### src/design/dda_pkg.sv
// shared types and constants for the dda line rasterizer
// no dependencies; imported by dda_ctrl, dda_datapath and dda_line_rasterizer

package dda_pkg;

    localparam int COLOR_BITS = 24;
    localparam logic [COLOR_BITS-1:0] COLOR_RESET = 24'h00FF00;

    // input action codes
    localparam logic ACT_START = 1'b0;
    localparam logic ACT_STEP  = 1'b1;

    typedef enum logic [1:0] {
        ST_IDLE,
        ST_DIV,
        ST_EMIT
    } dda_state_t;

    // controller to datapath commands
    typedef struct packed {
        logic start;     // latch endpoints, set up positions and divider
        logic step;      // advance both axes and load the output register
        logic div_step;  // one restoring division iteration on both axes
        logic finish;    // latch signed steps from the quotients
        logic emit;      // load first pixel of a new line into the output register
    } dda_cmd_t;

endpackage

### src/design/dda_ctrl.sv
// controller state machine for the dda line rasterizer
// depends on dda_pkg; drives dda_datapath through dda_cmd_t

module dda_ctrl
    import dda_pkg::*;
#(
    parameter int FRAC_BITS = 16
) (
    input  logic     aclk,
    input  logic     aresetn,
    input  logic     s_valid,
    output logic     s_ready,
    input  logic     s_action,
    output logic     m_valid,
    input  logic     m_ready,
    output dda_cmd_t cmd
);

    localparam int CW = $clog2(FRAC_BITS + 2);
    localparam logic [CW-1:0] DIV_LAST = CW'(FRAC_BITS);

    dda_state_t    state_reg, state_next;
    logic [CW-1:0] cnt_reg, cnt_next;
    logic          m_valid_reg, m_valid_next;
    logic          out_free;
    logic          accept;

    assign out_free = !m_valid_reg || m_ready;
    assign s_ready  = (state_reg == ST_IDLE) && out_free;
    assign accept   = s_valid && s_ready;
    assign m_valid  = m_valid_reg;

    // next state
    always_comb begin
        state_next = state_reg;
        unique case (state_reg)
            ST_IDLE: begin
                if (accept && s_action == ACT_START) begin
                    state_next = ST_DIV;
                end
            end
            ST_DIV: begin
                if (cnt_reg == '0) begin
                    state_next = ST_EMIT;
                end
            end
            ST_EMIT: begin
                if (out_free) begin
                    state_next = ST_IDLE;
                end
            end
            default: state_next = ST_IDLE;
        endcase
    end

    // commands
    always_comb begin
        cmd = '0;
        unique case (state_reg)
            ST_IDLE: begin
                cmd.start = accept && s_action == ACT_START;
                cmd.step  = accept && s_action == ACT_STEP;
            end
            ST_DIV: begin
                cmd.div_step = 1'b1;
            end
            ST_EMIT: begin
                cmd.finish = 1'b1;
                cmd.emit   = out_free;
            end
            default: cmd = '0;
        endcase
    end

    // iteration counter and output valid
    always_comb begin
        cnt_next     = cnt_reg;
        m_valid_next = m_valid_reg && !m_ready;
        if (cmd.start) begin
            cnt_next = DIV_LAST;
        end else if (cmd.div_step && cnt_reg != '0) begin
            cnt_next = cnt_reg - CW'(1);
        end
        if (cmd.step || cmd.emit) begin
            m_valid_next = 1'b1;
        end
    end

    always_ff @(posedge aclk) begin
        if (!aresetn) begin
            state_reg   <= ST_IDLE;
            cnt_reg     <= '0;
            m_valid_reg <= 1'b0;
        end else begin
            state_reg   <= state_next;
            cnt_reg     <= cnt_next;
            m_valid_reg <= m_valid_next;
        end
    end

endmodule

### src/design/dda_datapath.sv
// datapath for the dda line rasterizer: axis setup, shared-step divider,
// position accumulators, color register and output register; depends on dda_pkg

module dda_datapath
    import dda_pkg::*;
#(
    parameter int COORD_BITS = 9,
    parameter int FRAC_BITS  = 16
) (
    input  logic                  aclk,
    input  logic                  aresetn,
    input  dda_cmd_t              cmd,
    input  logic [COORD_BITS-1:0] s_x_start,
    input  logic [COORD_BITS-1:0] s_y_start,
    input  logic [COORD_BITS-1:0] s_x_end,
    input  logic [COORD_BITS-1:0] s_y_end,
    input  logic                  cfg_valid,
    input  logic [COLOR_BITS-1:0] cfg_data,
    output logic                  m_pixel_valid,
    output logic [COORD_BITS-1:0] m_pixel_x,
    output logic [COORD_BITS-1:0] m_pixel_y,
    output logic [COLOR_BITS-1:0] m_pixel_color,
    output logic                  m_last_pixel
);

    localparam int PW = COORD_BITS + FRAC_BITS + 1;  // position, signed
    localparam int SW = FRAC_BITS + 2;               // step, signed
    localparam int QW = FRAC_BITS + 1;               // quotient magnitude
    localparam int RW = COORD_BITS + 1;              // partial remainder
    localparam logic [PW-1:0] HALF = PW'(1) << (FRAC_BITS - 1);

    // lane 0 is x, lane 1 is y
    logic [COORD_BITS-1:0] a_lane [2];
    logic [COORD_BITS-1:0] b_lane [2];
    logic [COORD_BITS-1:0] mag_lane [2];
    logic [PW-1:0]         pos_start [2];
    logic [PW-1:0]         pos_step [2];
    logic [SW-1:0]         step_val [2];
    logic [RW-1:0]         rem_div [2];
    logic [QW-1:0]         quo_div [2];
    logic [COORD_BITS-1:0] len;

    logic [PW-1:0]         pos_reg [2];
    logic [SW-1:0]         step_reg [2];
    logic [RW-1:0]         rem_reg [2];
    logic [QW-1:0]         quo_reg [2];
    logic                  neg_reg [2];
    logic                  zero_reg [2];
    logic [COORD_BITS-1:0] len_reg;
    logic [COORD_BITS-1:0] steps_left_reg;
    logic                  active_reg;
    logic [COLOR_BITS-1:0] color_reg;

    logic                  out_valid_reg;
    logic [COORD_BITS-1:0] out_x_reg, out_y_reg;
    logic [COLOR_BITS-1:0] out_color_reg;
    logic                  out_last_reg;

    // position truncated toward zero, clamped at zero for the -0.5 case
    function automatic logic [COORD_BITS-1:0] trunc_pos(input logic [PW-1:0] p);
        if (p[PW-1]) begin
            return '0;
        end
        return p[FRAC_BITS +: COORD_BITS];
    endfunction

    assign a_lane[0] = s_x_start;
    assign a_lane[1] = s_y_start;
    assign b_lane[0] = s_x_end;
    assign b_lane[1] = s_y_end;

    always_comb begin
        for (int i = 0; i < 2; i++) begin
            mag_lane[i] = (b_lane[i] > a_lane[i]) ? (b_lane[i] - a_lane[i])
                                                  : (a_lane[i] - b_lane[i]);
            if (b_lane[i] > a_lane[i]) begin
                pos_start[i] = {1'b0, a_lane[i], FRAC_BITS'(0)} + HALF;
            end else if (b_lane[i] < a_lane[i]) begin
                pos_start[i] = {1'b0, a_lane[i], FRAC_BITS'(0)} - HALF;
            end else begin
                pos_start[i] = {1'b0, a_lane[i], FRAC_BITS'(0)};
            end
        end
    end

    assign len = (mag_lane[0] > mag_lane[1]) ? mag_lane[0] : mag_lane[1];

    // restoring division, one quotient bit per iteration
    always_comb begin
        for (int i = 0; i < 2; i++) begin
            if (rem_reg[i] >= {1'b0, len_reg}) begin
                rem_div[i] = (rem_reg[i] - {1'b0, len_reg}) << 1;
                quo_div[i] = {quo_reg[i][QW-2:0], 1'b1};
            end else begin
                rem_div[i] = rem_reg[i] << 1;
                quo_div[i] = {quo_reg[i][QW-2:0], 1'b0};
            end
            if (zero_reg[i]) begin
                step_val[i] = '0;
            end else if (neg_reg[i]) begin
                step_val[i] = SW'(0) - {1'b0, quo_reg[i]};
            end else begin
                step_val[i] = {1'b0, quo_reg[i]};
            end
            pos_step[i] = pos_reg[i] + {{(PW - SW){step_reg[i][SW-1]}}, step_reg[i]};
        end
    end

    // line state
    always_ff @(posedge aclk) begin
        if (!aresetn) begin
            active_reg <= 1'b0;
            color_reg  <= COLOR_RESET;
        end else begin
            if (cfg_valid) begin
                color_reg <= cfg_data;
            end
            if (cmd.start) begin
                active_reg <= (len != '0);
            end else if (cmd.step && active_reg && steps_left_reg == COORD_BITS'(1)) begin
                active_reg <= 1'b0;
            end
        end
    end

    always_ff @(posedge aclk) begin
        if (cmd.start) begin
            len_reg        <= len;
            steps_left_reg <= len;
        end else if (cmd.step && active_reg) begin
            steps_left_reg <= steps_left_reg - COORD_BITS'(1);
        end
        for (int i = 0; i < 2; i++) begin
            if (cmd.start) begin
                pos_reg[i]  <= pos_start[i];
                rem_reg[i]  <= {1'b0, mag_lane[i]};
                quo_reg[i]  <= '0;
                neg_reg[i]  <= (a_lane[i] > b_lane[i]);
                zero_reg[i] <= (a_lane[i] == b_lane[i]);
            end else if (cmd.div_step) begin
                rem_reg[i] <= rem_div[i];
                quo_reg[i] <= quo_div[i];
            end else if (cmd.step && active_reg) begin
                pos_reg[i] <= pos_step[i];
            end
            if (cmd.finish) begin
                step_reg[i] <= step_val[i];
            end
        end
    end

    // output register
    always_ff @(posedge aclk) begin
        if (cmd.emit) begin
            out_valid_reg <= 1'b1;
            out_x_reg     <= trunc_pos(pos_reg[0]);
            out_y_reg     <= trunc_pos(pos_reg[1]);
            out_color_reg <= color_reg;
            out_last_reg  <= !active_reg;
        end else if (cmd.step) begin
            if (active_reg) begin
                out_valid_reg <= 1'b1;
                out_x_reg     <= trunc_pos(pos_step[0]);
                out_y_reg     <= trunc_pos(pos_step[1]);
                out_color_reg <= color_reg;
                out_last_reg  <= (steps_left_reg == COORD_BITS'(1));
            end else begin
                out_valid_reg <= 1'b0;
                out_x_reg     <= '0;
                out_y_reg     <= '0;
                out_color_reg <= '0;
                out_last_reg  <= 1'b0;
            end
        end
    end

    assign m_pixel_valid = out_valid_reg;
    assign m_pixel_x     = out_x_reg;
    assign m_pixel_y     = out_y_reg;
    assign m_pixel_color = out_color_reg;
    assign m_last_pixel  = out_last_reg;

endmodule

### src/design/dda_line_rasterizer.sv
// top level of the dda line rasterizer
// depends on dda_pkg, dda_ctrl and dda_datapath

// DDA line generator. A start transaction (s_action = 0) carries two endpoints;
// the longer absolute axis delta becomes the line length L, and each axis gets a
// signed step of delta / L with FRAC_BITS fraction bits, starting half a pixel
// toward its end point. The start transaction returns the first pixel; each step
// transaction (s_action = 1) advances both axes and returns the next pixel, L+1
// pixels in all, with m_last_pixel on the final one. A zero-length line returns
// a single pixel flagged last. A step with no line running returns a transaction
// with every field zero. A step loads its pixel into the output register as it is
// taken; a start first runs the divider, which produces one quotient bit per
// cycle for both axes at once. The result sits in a single output register, so
// the next transaction is taken only once that register is empty or its pixel
// is taken by m_ready in the same cycle.
// draw_color is written through cfg_valid/cfg_data, always ready; the user must
// write it only while the block is idle, which the block itself does not enforce.

module dda_line_rasterizer
    import dda_pkg::*;
#(
    parameter int COORD_BITS = 9,
    parameter int FRAC_BITS  = 16
) (
    input  logic                  aclk,
    input  logic                  aresetn,
    // configuration write channel (draw_color)
    input  logic                  cfg_valid,
    output logic                  cfg_ready,
    input  logic [COLOR_BITS-1:0] cfg_data,
    // input transactions
    input  logic                  s_valid,
    output logic                  s_ready,
    input  logic                  s_action,
    input  logic [COORD_BITS-1:0] s_x_start,
    input  logic [COORD_BITS-1:0] s_y_start,
    input  logic [COORD_BITS-1:0] s_x_end,
    input  logic [COORD_BITS-1:0] s_y_end,
    // pixel transactions
    output logic                  m_valid,
    input  logic                  m_ready,
    output logic                  m_pixel_valid,
    output logic [COORD_BITS-1:0] m_pixel_x,
    output logic [COORD_BITS-1:0] m_pixel_y,
    output logic [COLOR_BITS-1:0] m_pixel_color,
    output logic                  m_last_pixel
);

    dda_cmd_t cmd;

    // color register accepts a write every cycle
    assign cfg_ready = 1'b1;

    // sequencing: accept, divide, emit
    dda_ctrl #(
        .FRAC_BITS (FRAC_BITS)
    ) u_ctrl (
        .aclk     (aclk),
        .aresetn  (aresetn),
        .s_valid  (s_valid),
        .s_ready  (s_ready),
        .s_action (s_action),
        .m_valid  (m_valid),
        .m_ready  (m_ready),
        .cmd      (cmd)
    );

    // axis setup, divider, accumulators and output register
    dda_datapath #(
        .COORD_BITS (COORD_BITS),
        .FRAC_BITS  (FRAC_BITS)
    ) u_datapath (
        .aclk          (aclk),
        .aresetn       (aresetn),
        .cmd           (cmd),
        .s_x_start     (s_x_start),
        .s_y_start     (s_y_start),
        .s_x_end       (s_x_end),
        .s_y_end       (s_y_end),
        .cfg_valid     (cfg_valid),
        .cfg_data      (cfg_data),
        .m_pixel_valid (m_pixel_valid),
        .m_pixel_x     (m_pixel_x),
        .m_pixel_y     (m_pixel_y),
        .m_pixel_color (m_pixel_color),
        .m_last_pixel  (m_last_pixel)
    );

endmodule
### config.mk
export PLATFORM = sky130hd
export DESIGN_NAME = dda_line_rasterizer
export DESIGN_NICKNAME = d
export VERILOG_FILES = /design/src/design/dda_pkg.sv /design/src/design/dda_ctrl.sv /design/src/design/dda_datapath.sv /design/src/design/dda_line_rasterizer.sv
export SDC_FILE = /design/constraint.sdc
export NUM_CORES = 1
export LEC_CHECK = 0
export BUFFER_PORTS_ARGS = -buffer_cell sky130_fd_sc_hd__clkbuf_2
export CAP_MARGIN = 20
export CORE_ASPECT_RATIO = 0.5
export CORE_MARGIN = 2
export CORE_UTILIZATION = 40
export DETAILED_ROUTE_END_ITERATION = 12
export HOLD_SLACK_MARGIN = 0.1
export SYNTH_ARGS = -nofsm -noshare
export SYNTH_HDL_FRONTEND = slang
export SYNTH_HIERARCHICAL = 1
export SYNTH_SLANG_ARGS = --single-unit
### constraint.sdc
create_clock -name aclk -period 7.6 [get_ports aclk]
set_input_delay 1.52 -clock aclk [delete_from_list [all_inputs] [get_ports aclk]]
set_output_delay 1.52 -clock aclk [all_outputs]
set_load 0.05 [all_outputs]
==> metrics.md <==
| Metric | Value |
|---|---|
| Area grow syn2layout | `12.4%` |
| Die area | `between 0.04 and 0.05 mm2` |
| H-tree depth | `1` |
| FF+latch count, synth | `241` |
| Met3 wire len | `1.45 mm` |
| Reg2Reg Depth | `8` |
| Placed cell areas | `0.0165 mm2` |
| Post-synth EDFFs | `206` |
| Vias per cell | `5.22` |
| Top sig layer | `met5` |
| Clock buffer depth | `3` |
| HP Class | `flop to flop` |
| Met2 routed WL | `15.9 mm` |
| Reg area | `0.00689 mm2` |
| Vias in the first global route | `10700` |
| Cell family with most CP delay | `compound AO/OA/AOI/OAI gates` |
| Worst slew pin tran | `0.880 ns` |
| Via count of the routed design | `11100` |
| Clk_lat worst skew | `0.54 ns` |
| Rows | `50` |
| Clock root buffer | `clkbuf_16` |
| Worst R2R Setup Slack | `about 3.9 ns` |
| CP Launch Point | `s_x_start[3]` |
| Antenna Nets Post-Route | `0` |
| Port bufs | `around 110` |
| CP Class | `input pin to flop` |
| TNS Setup | `0 ns` |
| Post-route insts no fill | `approximately 2100` |
| Required @ worst endpoint | `7.89 ns` |
| CTS buffer count | `24` |
| Post-cts resize count | `0` |
| Placed Cells incl. Taps | `approximately 2100` |
| Largest net degree at the start of global routing | `56` |
| Cell variety after synth | `84` |
| FMAX | `154 MHz` |
| Commonest non-fill, non-tap cell in the layout | `edfxtp_1` |
| Cells after synthesis | `~1500` |
| Worst reg2reg endpoint | `u_datapath/pos_reg[0][16]` |
| Hold-fix buffers, CTS | `0` |
| Max Cap Violations | `0` |
| Max reg flops | `52` |
| Syn avg cell area | `10.4 um2` |
| Die Y | `143 um` |
| Grt total ovfl | `0` |
| Max Slew Vio Count | `0` |
| CP startpoint kind | `input pin` |
| Drt pass-1 iters | `5` |
| Crit path to | `u_datapath/steps_left_reg[7]` |
| Pwr Density | `~230 mW/mm2` |
| Clock sink count | `241` |
| Multi-input logic area | `approximately 0.0080 mm2` |
| # IOs | `113` |
| Most common flop cell mapped by yosys | `edfxtp_1` |
| Worst r2r src | `u_ctrl/m_valid` |
| Starting density of the core | `slightly above 40%` |
| Post-route design area | `0.0173 mm2` |
| Dpl hpwl | `~26 mm` |
| Worst-path clk slew | `0.06 ns` |
| Ys async rst share | `0%` |
| Mapped Area | `0.0154 mm2` |
| Final WL | `between 30 and 40 mm` |
| Max incr delay on CP | `about 0.48 ns` |
| Relative slew slack | `between 40% and 50%` |
| Met1 Wirelength | `17.3 mm` |
| Postcts setup bufs | `0` |
| Nets | `1783` |
| Layout cells sized above 1 | `between 10% and 20%` |
| Slowest-stage cell, CP | `a21o_1` |
| Status | `completed` |
| WP buf/inv | `3` |
| DR WL/cell | `roughly 17 um` |
| Arrival @ worst endpoint | `6.78 ns` |
| Antenna violations before repair | `2` |
| Final count of hold timing violations | `0` |
| First DRT Iteration DRCs | `672` |
| Gpl congestion | `0.888` |
| Ys Warns | `6` |
| Critical Path Sink Type | `flop` |
| Syn_nets | `1675` |
| Final setup violation count | `0` |
| Min Tclk post-route | `6.49 ns` |
| Fillers | `3560` |
| Unrepaired setup endpoints after global routing | `no` |
| CP Depth | `20` |
| CTS tree | `yes` |
| Lkg Pwr | `between 7 and 8 nW` |
| Register area share after synthesis | `44.7%` |
| Post-route DRC | `0` |
| Period Utilization, post-route | `a little under nine tenths` |
| GRT Total Usage | `17.4%` |
| Core box area | `0.0377 mm2` |
| Worst Path Max Fanout | `13` |
| Peak VDD IR | `around 0.13 mV` |
| Die width | `~280 um` |
| Most used cell, CP | `a21o_1` |
| Crit-path cells | `clkbuf_2, inv_1, ha_1, and2_4, o211a_4, o21a_4, o21ai_2, buf_4, mux2_2, o31ai_1, a21oi_1, a31oi_1, ha_1, a21o_1, a21o_1, a21o_1, a211oi_1, a21o_1, mux2_2, mux2_2` |
| Max Clock Skew | `between 0.015 and 0.02 ns` |
| Most frequent cells in the layout | `edfxtp_1 (206), nor2_1 (121), ha_1 (119), clkbuf_2 (111), inv_1 (100)` |
| First-pass GRT wire length | `56.2 mm` |
-- cells by family (layout without fill, tap and decap cells) --
logic type | after synthesis | after routing | synth area share, %
multiplexers | 66 | 66 | 4.55
AND/OR/NAND/NOR | 459 | 459 | 15.2
other | 1 | 2 | 0.0244
buffers and inverters | 142 | 267 | 3.70
adder cells (fa/ha/maj) | 127 | 127 | 10.7
flip-flops | 241 | 241 | 44.7
AO/OA/AOI/OAI | 332 | 332 | 14.6
XOR/XNOR | 114 | 114 | 6.49
-- area by class of cell --
type	instances	area share [%]
Multi-Input combinational cell	1099	46.0
Clock inverter	9	0.347
Sequential cell	241	39.8
Timing Repair Buffer	123	3.79
Inverter	101	2.19
Tap cell	520	3.76
Clock buffer	34	4.11
Antenna cell	1	0.0145
-- metrics by stage --
| stage | power, mW | setup WS [ns] | hold slack (ns) | utilization (%) |
|---|---|---|---|---|
| global route | 4.15 | 0.883 | 0.492 | 45.9 |
| detailed placement | 2.78 | 0.660 | 0.453 | 43.8 |
| floorplan | 2.51 | 0.288 | 0.433 | - |
| CTS | 3.97 | 1.21 | 0.470 | 45.9 |
| finish | 3.94 | 1.11 | 0.466 | 45.9 |
| global placement | 2.78 | 0.832 | 0.447 | 43.8 |
-- worst reg2reg max path: stages, from the launching register on --
cell     delay (ns)
dfxtp_1        0.32
nor2b_1        0.16
or4_1          0.55
inv_1          0.09
buf_4          0.32
or2_2          0.19
buf_4          0.58
or2_2          0.81
mux2_2         0.41
-- synth_stat cells (all sizes together), types with 17 or more instances --
cell | number | area [um2]
nor3 | 20 | 100
o31ai | 17 | 141
edfxtp | 206 | 6190
inv | 101 | 379
o21ai | 86 | 434
clkbuf | 29 | 109
nand2 | 97 | 367
xor2 | 54 | 473
nor2b | 67 | 427
dfxtp | 35 | 701
mux2 | 20 | 236
nand3 | 17 | 85.1
ha | 119 | 1490
a21o | 46 | 345
mux2i | 46 | 464
nand2b | 22 | 138
a22o | 18 | 158
and2 | 35 | 221
nor2 | 123 | 464
a21oi | 65 | 329
xnor2 | 60 | 526
-- per-layer routing --
layer  vias to the layer above  global-route usage (%)
li1                       5586                       -
met1                      5267                    24.4
met2                       205                    28.5
met3                        45                    2.59
met4                         2                    3.95
met5                         -                       0
-- power by group --
part	switching [mW]	total [mW]	leakage [nW]	internal, mW
Clock	0.521	1.18	0.380	0.655
Combinational	0.684	1.12	4.60	0.435
Sequential	0.0641	1.65	2.25	1.58
-- how the worst min path moves through the flow --
stage / start / endpoint / slack [ns] / cells past startpoint
finish: u_ctrl/cnt_reg[4] / u_ctrl/cnt_reg[4] / 0.47 / 2
global route: u_datapath/color_reg[11] / u_datapath/color_reg[11] / 0.49 / 2
CTS: u_datapath/color_reg[8] / u_datapath/color_reg[8] / 0.47 / 2
detailed placement: u_datapath/color_reg[8] / u_datapath/color_reg[8] / 0.45 / 2
global placement: u_datapath/color_reg[10] / u_datapath/color_reg[10] / 0.45 / 2
floorplan: u_datapath/color_reg[10] / u_datapath/color_reg[10] / 0.43 / 2
No activity file was read; power rests on OpenSTA's default activity.
